File: config.mk
export PLATFORM = sky130hd
export DESIGN_NAME = gblur_ctrl
export DESIGN_NICKNAME = d
export VERILOG_FILES = /design/src/design/gblur_pkg.sv /design/src/design/gblur_ctrl.sv
export SDC_FILE = /design/constraint.sdc
export NUM_CORES = 1
export LEC_CHECK = 0
export BUFFER_PORTS_ARGS = -buffer_cell sky130_fd_sc_hd__buf_4
export CAP_MARGIN = 10
export CORE_AREA = 2 2 39 41
export CTS_CLUSTER_SIZE = 24
export DETAILED_ROUTE_END_ITERATION = 10
export DIE_AREA = 0 0 41 43
export PLACE_DENSITY = 0.43
export SYNTH_ARGS = -nofsm -noshare
export SYNTH_HDL_FRONTEND = slang
export SYNTH_SLANG_ARGS = --single-unit
File: constraint.sdc
create_clock -name clock -period 1.1 [get_ports clock]
set_input_delay 0.22 -clock clock [delete_from_list [all_inputs] [get_ports clock]]
set_output_delay 0.22 -clock clock [all_outputs]
set_load 0.01 [all_outputs]
File: src/design/gblur_pkg.sv
package gblur_pkg;

   // Frame bounds used as parameter defaults
   localparam int MAX_OUTER_DEF = 256;
   localparam int MAX_INNER_DEF = 256;

   // Kernel geometry
   localparam int KERNEL_SIZE = 9;
   localparam int KERNEL_HALF = KERNEL_SIZE / 2;
   localparam int QUAD_SIZE   = KERNEL_HALF + 1;
   localparam int TAP_W       = 4;

   // Datapath widths
   localparam int PIX_W     = 8;
   localparam int SIZE_W    = 9;
   localparam int COEF_W    = 11;
   localparam int FRAC_W    = 16;
   localparam int ACC_W     = 25;
   localparam int CSR_IDX_W = 1;

   localparam logic [SIZE_W-1:0] SIZE_RESET = 9'd64;

   // Request codes
   localparam logic REQ_LOAD = 1'b0;
   localparam logic REQ_EMIT = 1'b1;

   // Result status codes
   localparam logic STATUS_OK         = 1'b0;
   localparam logic STATUS_NOT_LOADED = 1'b1;

   // Register indexes
   localparam logic [CSR_IDX_W-1:0] CSR_OUTER_SIZE = 1'b0;
   localparam logic [CSR_IDX_W-1:0] CSR_INNER_SIZE = 1'b1;

   typedef logic [COEF_W-1:0] coef_type;

   // One quadrant of the symmetric sigma-3 kernel, Q0.16, row-major, center last
   localparam coef_type QUAD_COEF [QUAD_SIZE*QUAD_SIZE] = '{
      11'd263, 11'd386, 11'd509,  11'd600,  11'd634,
      11'd386, 11'd568, 11'd748,  11'd882,  11'd932,
      11'd509, 11'd748, 11'd985,  11'd1162, 11'd1227,
      11'd600, 11'd882, 11'd1162, 11'd1370, 11'd1448,
      11'd634, 11'd932, 11'd1227, 11'd1448, 11'd1530
   };

   // Commands from the controller to the datapath
   typedef struct packed {
      logic cfg_write;
      logic load;
      logic start;
      logic walk;
      logic put;
      logic put_early;
   } gblur_cmd_type;

   // Status from the datapath to the controller
   typedef struct packed {
      logic complete;
      logic walk_last;
      logic pipe_busy;
      logic out_free;
   } gblur_stat_type;

   // Fold a kernel tap onto the quadrant
   function automatic logic [2:0] fold_tap(input logic [TAP_W-1:0] t);
      if (t <= TAP_W'(KERNEL_HALF)) begin
         return t[2:0];
      end
      return 3'(TAP_W'(KERNEL_SIZE - 1) - t);
   endfunction

   // Coefficient of kernel tap (row, column)
   function automatic coef_type kernel_coef(input logic [TAP_W-1:0] fo,
                                            input logic [TAP_W-1:0] fi);
      logic [4:0] idx;
      idx = {2'b00, fold_tap(fo)} * 5'(QUAD_SIZE) + {2'b00, fold_tap(fi)};
      return QUAD_COEF[idx];
   endfunction

endpackage

File: src/design/gblur_ctrl.sv
module gblur_ctrl
   import gblur_pkg::*;
(
   input  logic           clock,
   input  logic           reset,
   input  logic           req_valid,
   input  logic           req_type,
   output logic           req_ready,
   input  logic           csr_valid,
   output logic           csr_ready,
   input  gblur_stat_type stat,
   output gblur_cmd_type  cmd
);

   typedef enum logic [1:0] {
      ST_IDLE,
      ST_WALK,
      ST_RESULT
   } state_type;

   state_type state_ff;
   logic      early_ff;
   logic      accept;

   // Take requests and register writes only between requests
   assign req_ready = (state_ff == ST_IDLE);
   assign csr_ready = (state_ff == ST_IDLE);
   assign accept    = req_ready && req_valid;

   // Issue datapath commands
   always_comb begin
      cmd           = '0;
      cmd.cfg_write = csr_ready && csr_valid;
      cmd.load      = accept && (req_type == REQ_LOAD);
      cmd.start     = accept && (req_type == REQ_EMIT) && stat.complete;
      cmd.walk      = (state_ff == ST_WALK);
      cmd.put       = (state_ff == ST_RESULT) && !stat.pipe_busy && stat.out_free;
      cmd.put_early = early_ff;
   end

   // Advance the sequencer
   always_ff @(posedge clock) begin
      if (reset) begin
         state_ff <= ST_IDLE;
         early_ff <= 1'b0;
      end else begin
         unique case (state_ff)
            ST_IDLE: begin
               if (accept && (req_type == REQ_EMIT)) begin
                  if (stat.complete) begin
                     state_ff <= ST_WALK;
                     early_ff <= 1'b0;
                  end else begin
                     state_ff <= ST_RESULT;
                     early_ff <= 1'b1;
                  end
               end
            end
            ST_WALK: begin
               if (stat.walk_last) begin
                  state_ff <= ST_RESULT;
               end
            end
            ST_RESULT: begin
               if (cmd.put) begin
                  state_ff <= ST_IDLE;
               end
            end
            default: begin
               state_ff <= ST_IDLE;
            end
         endcase
      end
   end

`ifndef SYNTHESIS
   a_walk_ends: assert property (@(posedge clock) disable iff (reset)
      (state_ff == ST_WALK && stat.walk_last) |=> (state_ff == ST_RESULT))
      else $error("kernel walk did not hand over to result");

   a_walk_on_frame: assert property (@(posedge clock) disable iff (reset)
      (state_ff == ST_WALK) |-> stat.complete)
      else $error("kernel walk without a complete frame");
`endif

endmodule

==> impl_summary.md, run 1 <==
Run status
The flow ran to the end, but the final reports show violations. The final reports fail on setup timing.

Detailed routing
The remaining antenna violation count is 0. The number of vias per cell is about 4. The remaining routing DRC violations is 0. Dividing the detail-routed wire length by the instance count gives 8.69 um.

The total number of vias is 229. The first-pass iteration count of the detailed router is 2. The DRC violation total after the first TritonRoute iteration is 3. The routed wire length is 504 um.

Logic synthesis
The area share of and/or/nand/nor cells after synthesis is between 40% and 50%. Counting every net in the synthesized netlist gives 30. After synthesis, the mean cell area works out to 9.00 um^2. Synthesis inferred 3 register bits. The post-synthesis compound-gate area fraction is a little under an eighth. The proportion of synthesized area in mux cells is 0%. Summing the areas of all fa, ha and maj instances in the mapped netlist gives 0% of the synthesized area.

By area the synthesized netlist is led by sky130_fd_sc_hd__dfxtp_1 32%, sky130_fd_sc_hd__buf_4 7.9%, sky130_fd_sc_hd__a31oi_1 6.6%. The largest family of logic cells by synthesized area is simple AND/OR/NAND/NOR gates. The instance count of the mapped netlist is 21. The count of synthesis-stage warnings from yosys is 0. The cell area after synthesis is 189 um^2. The sequential cell area fraction in the yosys report is 31.8%. The number of different library cells in the post-synthesis netlist is 16. The xor-xnor portion of the synthesized cell area is 0%. The cell accounting for the most synthesized area is sky130_fd_sc_hd__dfxtp_1.

The synthesized design devotes to its leading area cell type 31.8% of total area.

Setup path
Data arrives at the worst endpoint at between 1000 and 1500 ps. STA classifies the critical path endpoint as a primary output. The sort of element at the start of the critical path is a register. In this run the critical register-to-register path is captured at state_ff[0]. The required time of the worst setup path is between 800 and 900 ps. The start-to-end type of the worst setup path is register to primary output. In this run the worst path has a maximum fanout of 5.

For the worst flop-to-flop path, the logic depth is 4. The critical register-to-register path startpoint is state_ff[0]. For flop-to-flop paths, the worst setup slack is between 100 and 150 ps.

STA
The setup TNS is -516 ps. Setup violations remaining at the end of the flow were counted as 7. The clock period minus final worst setup slack is 1250 ps. Setup repair after global routing could not meet its margin everywhere. The worst setup margin is -147 ps. The post-route clock period utilization is 113%. The largest clock skew in the final design is between 3 and 4 ps.

For the pin with the worst max-slew slack, the measured transition is ~160 ps. In this run the tightest slew margin relative to its limit is around nine tenths. The number of endpoints with negative hold slack in the final report is 0.

The final max-slew violation count is 0. The tightest hold path in the finished design has a slack of ~150 ps. Derived from the worst setup path, the maximum achievable clock frequency is about 800 MHz.

Pwr
For this design the total switching power over the nets is 104 uW. In this run switching power makes up about a quarter of total power. The reported leakage power is about 0.00018 uW. The worst voltage drop across the vdd grid is roughly 0.23 mV. The proportion of power drawn by the clock network is 45.2%.

The combinational group share of total power is between 20 and 30%. Overall power consumption after layout is estimated at between 400 and 500 uW. The internal power component is between 300 and 400 uW. Sequential cells burn 29.1% of the power. Power spread over the standard cell area amounts to around 1200 nW/um^2.

Die
The number of placement rows is 14. The initial cell density of the core is 13.7%. In this run the standard cell core region covers 1380 um^2. The height of the die is between 40 and 50 um. In this run the horizontal extent of the chip is ~41 um. The I/O pin total is 17. The area enclosed by the die boundary is 1760 um^2.

Layout
The sequential standard cell area is 62.6 um^2. The final-stage net count is between 50 and 60. The number of antenna cells inserted is 0. Cells fill 26.7% of the core in the end. The multi-input combinational cells in the finished layout cover a total of 114 um^2.

The share of final-layout standard cells stronger than drive strength 1 is between 60% and 70%. The layout filler cell count is ~160. The area growth from synthesis to layout is 95.4%.

Worst hold path
In this run the most critical hold path is launched from reset. For hold timing, the worst endpoint is state_ff[1]. The number of instances on the worst hold path is 2.

The worst hold path class is input port to register.

Job
Across the run, the number of max-cap violations was 0.

Clock tree
The tree is rooted in a sky130_fd_sc_hd__clkbuf_4. Clock tree synthesis inserted a total of 3 buffers. In this run the number of H-tree levels came out at 1. The clock sink count is 3. TritonCTS built the clock tree.

In this run the deepest clock path goes through 2 buffers. Clock-pin slew was measured on the worst setup and hold paths at 40 ps. The clock reaches the later pin of the worst-skew pair after about 230 ps.

Placed design
Routability-driven placement finished with a final weighted congestion of approximately 0.63. The number of I/O port buffers is 16.

GRT
The first-pass GRT wire length is ~800 um. The initial antenna violation count is 0. The total routing usage reported by global routing is between 7 and 8%. The pin count of the biggest net entering global routing is 6. The number of global-route vias before repair is approximately 200.

For this run the aggregate overflow at the end of global routing stands at 0.
flip-flops by register name (all words and copies together), names as in the netlist:
signal / count
early_ff: 1
state_ff: 2
layout make-up:
class / count / share of cell area (%)
Timing Repair Buffer: 19 / 39.7
Clock buffer: 4 / 7.12
Multi-Input combinational cell: 16 / 30.8
Tap cell: 16 / 5.42
Sequential cell: 3 / 16.9
critical path, cell delays in order (launching register included):
cell                      delay, ps
sky130_fd_sc_hd__dfxtp_2        330
sky130_fd_sc_hd__nor2_4         140
sky130_fd_sc_hd__and4_4         230
sky130_fd_sc_hd__buf_6          100
cells in the final DEF, fill, tap and decap left out, types with 2 or more instances in the layout:
cell type / synthesis / layout
sky130_fd_sc_hd__buf_4: 2 / 18
sky130_fd_sc_hd__clkbuf_4: 0 / 3
sky130_fd_sc_hd__nand2_1: 2 / 2
sky130_fd_sc_hd__a31oi_1: 2 / 2
sky130_fd_sc_hd__dfxtp_2: 0 / 2
metal layers:
layer  track usage [%]  share of wire, %
met1              8.65                46
met4              8.00                 0
met5                 0                 0
met3              6.28                18
met2              8.13                36
power by group through the flow:
stage          registers [uW]  logic [uW]  clock network (uW)
2_1_floorplan             123        48.9                   0
3_3_place_gp              124        99.6                   0
3_5_place_dp              124        97.0                   0
4_1_cts                   124         110                 205
5_1_grt                   125         123                 213
6_report                  124         109                 192
cells by family after synthesis:
logic type | Yosys count
buf+inv | 2
compound gates | 3
flops | 3
simple gates | 13
metrics by stage:
| step | setup WS [ps] | std cells | cell area (um^2) |
|---|---|---|---|
| after floorplan | 89.7 | 21 | 189 |
| after global placement | 3.20 | 51 | 314 |
| after detailed placement | -11.5 | 51 | 314 |
| after CTS | -169 | 58 | 369 |
| after global routing | -224 | 58 | 369 |
| final | -147 | 58 | 369 |
how the worst max path moves through the flow:
| stage | from | to | slack, ps | depth (start not counted) |
|---|---|---|---|---|
| detailed placement | state_ff[1] | cmd[3] | -10 | 3 |
| finish | state_ff[0] | cmd[3] | -150 | 3 |
| floorplan | state_ff[1] | cmd[3] | 90 | 2 |
| CTS | state_ff[0] | cmd[3] | -170 | 3 |
| global placement | state_ff[1] | cmd[3] | 3 | 3 |
| global route | state_ff[0] | cmd[3] | -220 | 3 |
repair_timing:
action / 4_1_cts / 5_1_grt
pin swaps: 4 / 1
hold endpoints to repair: 0 / 0
cloned: 0 / 0
setup buffers: 3 / 0
hold buffers: 0 / 0
setup endpoints to repair: 7 / 7
gates resized for setup: 3 / 0
cell usage after synthesis, drive strengths merged:
master and number:
nor2b 2, a31oi 2, nor3b 1, dfxtp 3, and2 1, and4 1, nor3 1, nand2 2
nand4b 1, nand3b 1, o21ba 1, nand2b 1, nor2 2, buf 2
Power figures use the tool's default switching activity.
==> inputs of run 2 (changes only) <==
Settings changed: PLACE_DENSITY 0.43 to unset.
==> run 2 against run 1 <==
Compared with the run above: the run still ends with setup timing left; critical endpoint unchanged; sequential power about the same; global-route usage rose by 0.092 points; non-clock buffer count unchanged; largest power group unchanged; core utilization unchanged.
==> impl_summary.md, run 2 (synthesized netlist as in run 1, its figures left out) <==
Detailed routing
The first-pass iteration count of the detailed router is 2. The routed layout has about 230 vias. In the final routed layout, each cell accounts on average for about 9.6 um.

The number of vias per cell is between 3 and 4. After the first detailed-routing iteration, the DRC count stood at 2. After detailed routing, the number of remaining DRC violations is 0. In this run the remaining antenna-violating nets after routing total 0.

The routed wire length is about 560 um.

Setup path
By startpoint and endpoint, the worst setup path is classified as register to primary output. The required time of the worst setup path is 880 ps. For this design, the slowest cell found on the critical path is sky130_fd_sc_hd__dfxtp_2. The number of buffers and inverters on the critical path is 1.

The largest single stage delay on the critical path is roughly 330 ps. Along the worst path, the maximum fanout reaches 5. The worst setup path is launched from a register.

The kind of capture point of the worst setup path is a primary output. The gate family responsible for the most delay along the worst path is simple AND/OR/NAND/NOR gates. STA puts the critical path data arrival time at approximately 1000 ps.

The critical path goes through nor2_4, and4_4, buf_6.

STA
Of the available clock period, the critical path in the final layout requires 114%. The transition at the pin with the smallest max-transition slack is 194 ps. The worst pin sits at a relative slew slack of between 80% and 90%. The worst setup margin is -158 ps. The number of endpoints failing setup at the final stage is 7. The hold slack is ~160 ps. The final max-slew violation count is 0.

The largest clock skew in the final design is ~4.7 ps. The timing-limited maximum frequency is around 790 MHz. The clock period minus final worst setup slack is ~1300 ps. Setup repair after global routing could not meet its margin everywhere. The number of endpoints with negative hold slack in the final report is 0.

Clock tree
Counting every sink on the clock net gives 3. The root cell of the clock tree is sky130_fd_sc_hd__clkbuf_4. The TritonCTS clock tree is built. Clock-pin slew was measured on the worst setup and hold paths at 40 ps.

The clock latency on the worst-skew pair is ~240 ps. The level count of the clock H-tree is 1. The number of hold buffers added after CTS was 0. The number of buffers on the longest clock path is 2. The number of CTS-inserted buffers is 3.

GRT
Entering global routing, the biggest net connects 6 pins. The initial antenna violation count is 0. The number of global-route vias before repair is approximately 210. The first global-routing pass estimated ~810 um of wire. Across every metal layer, demand over resource in global routing totals ~8%. The remaining global-route overflow is 0.

Layout
The final core utilization is between 20% and 30%. In the layout the commonest cells are 18 x sky130_fd_sc_hd__buf_4, 3 x sky130_fd_sc_hd__clkbuf_4, 2 x sky130_fd_sc_hd__nand2_1, 2 x sky130_fd_sc_hd__a31oi_1, 2 x sky130_fd_sc_hd__dfxtp_2. The register containing the most flip-flops in the final layout is state_ff. The flip-flop count of the largest register, all copies and words added is 2. After the last flow step, the layout net total stands at 52. The commonest non-fill, non-tap cell in the layout is sky130_fd_sc_hd__buf_4. Once layout is complete, the cells apart from fillers number 58. The signed area change from the synthesized netlist to the final layout is 95.4%. After routing the design area is 369 um^2. The largest registers in the layout are state_ff (2), early_ff (1). Cells with a size suffix above 1 make up 66.7% of the layout.

The layout filler cell count is 157. The number of antenna cells inserted is 0.

Pwr
The worst voltage drop across the vdd grid is approximately 0.35 mV. The reported leakage power is between 0.00015 and 0.0002 uW. The power density relative to cell area is 1170 nW/um^2.

Run status
The final reports fail on setup timing. The flow ran to the end, but the final reports show violations.

Placed design
Routability-driven placement finished with a final weighted congestion of 0.641. The number of I/O port buffers is 16. The post-place setup slack is about 3.8 ps. The total placed cells including tap cells is 52.

The cell area after placement is 322 um^2.

Die
The area enclosed by the die boundary is between 1500 and 2000 um^2. The height of the die is 43 um. In this run the standard cell core region covers 1380 um^2. The die is between 40 and 50 um wide. After floorplanning, the core was divided into 14 placement rows. The I/O pin total is 17. Once the floorplan was initialized, standard cells occupied between 10% and 20% of the core.

Worst hold path
The worst hold path class is input port to register.

Job
The max capacitance violation total is 0.
-- run 2: final timing paths --
check	start	endpoint	slack, ps	cells past startpoint
min reg2reg	state_ff[1]	state_ff[1]	550	2
max	state_ff[0]	cmd[3]	-160	3
max reg2reg	state_ff[0]	state_ff[0]	110	4
min	reset	state_ff[1]	160	2
-- run 2: routing by layer --
| layer | vias up | part of all wire [%] | track usage [%] |
|---|---|---|---|
| met2 | 15 | 43 | 10.6 |
| met3 | 2 | 11 | 6.28 |
| met1 | 94 | 42 | 7.35 |
| met4 | 0 | 2.9 | 6.00 |
| li1 | 116 | - | - |
| met5 | - | 0 | 0 |
-- run 2: through the flow --
| step | total power, uW | setup TNS [ps] |
|---|---|---|
| 3_5_place_dp | 227 | 0 |
| 6_report | 430 | -598 |
| 4_1_cts | 441 | -731 |
| 5_1_grt | 469 | -998 |
| 3_3_place_gp | 226 | 0 |
| 2_1_floorplan | 172 | 0 |
-- run 2: area by class of cell --
| type | instances | area [um^2] | area share [%] |
|---|---|---|---|
| Sequential cell | 3 | 62.6 | 16.9 |
| Clock buffer | 4 | 26.3 | 7.12 |
| Timing Repair Buffer | 19 | 146 | 39.7 |
| Multi-Input combinational cell | 16 | 114 | 30.8 |
| Tap cell | 16 | 20.0 | 5.42 |
-- run 2: report_power, final --
| group | switching, uW | internal, uW |
|---|---|---|
| clock network | 60.1 | 136 |
| logic | 41.9 | 68.5 |
| registers | 6.98 | 117 |
-- run 2: what timing repair did --
| action | CTS | global route |
|---|---|---|
| endpoints found under the setup margin | 7 | 7 |
| resized for setup | 3 | 0 |
| pin swaps | 2 | 0 |
| setup buffers | 2 | 0 |
==> inputs of run 3 (changes only) <==
Settings changed: SKIP_CTS_REPAIR_TIMING set to 1.
==> run 3 against run 2 <==
Compared with the run above: the flow still finishes with violations (setup timing); combinational power up 5%; wire length fell by 3.0%; highest routed layer unchanged; setup slack worse by 37 ps; via count up 3.1%; register-to-register slack about the same; flip-flop and latch count unchanged; worst hold slack improved by 0.62 ps; critical endpoint unchanged.
==> impl_summary.md, run 3 (synthesized netlist as in run 1, its figures left out) <==
Layout
The register with the most flip-flops in the layout has 2 of them. From synthesis to final layout, the design area changed by 99.3%. The number of antenna cells inserted is 0. The register containing the most flip-flops in the final layout is state_ff. Once layout is done, the placed cells without fillers occupy between 300 and 400 um^2. In the final layout, the share of cells above drive strength 1 is between 60% and 70%. The net count of the finished layout is 53. The largest registers in the layout are state_ff (2), early_ff (1). The commonest non-fill, non-tap cell in the layout is sky130_fd_sc_hd__buf_4. The library cells used most frequently in the layout, excluding fill and tap cells, are 19 x sky130_fd_sc_hd__buf_4, 3 x sky130_fd_sc_hd__clkbuf_4, 2 x sky130_fd_sc_hd__nand2_1, 2 x sky130_fd_sc_hd__a31oi_1, 2 x sky130_fd_sc_hd__dfxtp_2.

Clock tree
The TritonCTS clock tree is built. The root cell of the clock tree is sky130_fd_sc_hd__clkbuf_4. The clock sink count is 3. The number of buffers on the longest clock path is 2. Clock latency on the worst-skew pair, taken at its later pin, is 240 ps. In this run the number of H-tree levels came out at 1. The number of CTS-inserted buffers is 3. The register clock-pin slew on the reported worst setup and hold paths is around 40 ps.

GRT
The initial antenna violation count is 0. The first-pass GRT wire length is 731 um. Global routing finished with a remaining overflow of 0. The total routing usage reported by global routing is around 7%. Entering global routing, the biggest net connects 7 pins. The number of global-route vias before repair is 193.

Setup path
The critical path is of the register to primary output type. The critical path buffer and inverter count is 1. The gate family responsible for the most delay along the worst path is simple AND/OR/NAND/NOR gates. The sort of element at the start of the critical path is a register.

The critical-path maximum fanout is 6. The worst register-to-register path has a depth of 4. The signal on the critical path passes through nor2_4, and4_4, buf_4. The startpoint identified for the worst register-to-register timing path is state_ff[0]. The data arrival time of the critical path is 1080 ps. STA puts the critical path data required time at 880 ps.

The setup check on the worst reg-to-reg path leaves a slack of around 100 ps. The worst register-to-register path ends at state_ff[0]. The kind of capture point of the worst setup path is a primary output. The cell at the slowest stage of the critical path is sky130_fd_sc_hd__dfxtp_2. In this design, the stage delay of the slowest critical-path cell is ~330 ps.

Placed design
The number of I/O port buffers is 16. Routability-driven placement finished with a final weighted congestion of roughly 0.64. The cell area after placement is between 300 and 400 um^2.

Pwr
The switching share of power is 25.1%. The proportion of power drawn by the clock network is a little under half. Summed over all cells, the static leakage comes to 0.000184 uW. Sequential cells burn 28.4% of the power. The internal power component is around 330 uW.

In this run, the combinational gates consume between 20% and 30% of the power. The total chip power is 436 uW. Summed over all nets, the switching power comes to about 110 uW. IR analysis of the VDD net gives a maximum drop of 0.362 mV. Power spread over the standard cell area amounts to 1160 nW/um^2.

Run status
The flow ran to the end, but the final reports show violations. The checks that failed: setup timing.

Detailed routing
For this block, the routed nets add up to between 500 and 600 um of wire. The remaining antenna violation count is 0. The first-pass iteration count of the detailed router is 4. The number of vias per cell is ~4. The DRC violation total after the first TritonRoute iteration is 2. The remaining routing DRC violations is 0. The total number of vias is 234. Dividing the detail-routed wire length by the instance count gives 9.17 um.

STA
Setup repair after global routing could not meet its margin everywhere. The clock period minus final worst setup slack is ~1300 ps. The timing-limited maximum frequency is 772 MHz.

For the pin with the worst max-slew slack, the measured transition is 194 ps. The number of endpoints with negative hold slack in the final report is 0. The worst setup margin is -196 ps.

In this run the tightest slew margin relative to its limit is approximately 87%. The number of endpoints failing setup at the final stage is 7. The final critical path takes up 118% of the cycle. Clock skew on the completed layout was measured at 4.75 ps. The final max-slew violation count is 0.

Job
Max-cap violations in this run came to 0.

Worst hold path
The worst hold path begins at reset. The worst hold endpoint is state_ff[1]. The worst hold path was traced through 2 stages. The worst hold path class is input port to register.

Die
Once the floorplan was initialized, standard cells occupied around 14% of the core. The I/O pin total is 17. The number of placement rows is 14. In this run the horizontal extent of the chip is around 41 um. In this run the vertical extent of the chip is about 43 um. The core region is 1380 um^2. The area enclosed by the die boundary is 1760 um^2.
run 3: cell count changes in the layout (fill, tap and decap cells not counted), sizes merged:
cell | previous run | this run
buf | 19 | 20
run 3: cell type report:
cell class | instances | area (um^2)
fillers | 153 | 1010
well taps | 16 | 20.0
multi-input cells | 16 | 114
flip-flops and latches | 3 | 62.6
clock buffers | 4 | 26.3
repair buffers | 20 | 154
run 3: metal layers:
layer | wire, um | global-route usage [%] | up-vias | part of all wire [%]
met5 | 0 | 0 | - | 0
met4 | 16 | 6.00 | 0 | 3.0
met3 | 73 | 6.28 | 2 | 13
met2 | 223 | 8.75 | 20 | 41
met1 | 228 | 7.03 | 95 | 42
li1 | - | - | 117 | -
run 3: power by group through the flow:
stage               Sequential [uW]  Combinational [uW]  Clock [uW]
floorplan                       123                48.9           0
finish                          124                 116         196
CTS                             123                 103         207
global placement                124                 102           0
global route                    124                 126         223
detailed placement              124                 103           0
run 3: metrics by stage:
step                worst slack (ps)  utilization [%]  instances  hold slack, ps  setup TNS [ps]
finish                          -196             27.2         59             157            -838
CTS                             -258             25.1         56             160           -1130
global placement                26.2             23.2         52             408               0
global route                    -249             27.2         59             151           -1260
detailed placement              3.81             23.2         52             414               0
floorplan                       89.7                -         21             289               0
run 3: worst max path at each step:
stage,startpoint,endpoint,slack (ps),cells past startpoint
floorplan,state_ff[1],cmd[3],90,2
global placement,state_ff[1],cmd[3],30,3
detailed placement,state_ff[1],cmd[3],4,3
CTS,state_ff[1],cmd[3],-260,3
global route,state_ff[0],cmd[3],-250,3
finish,state_ff[0],cmd[3],-200,3
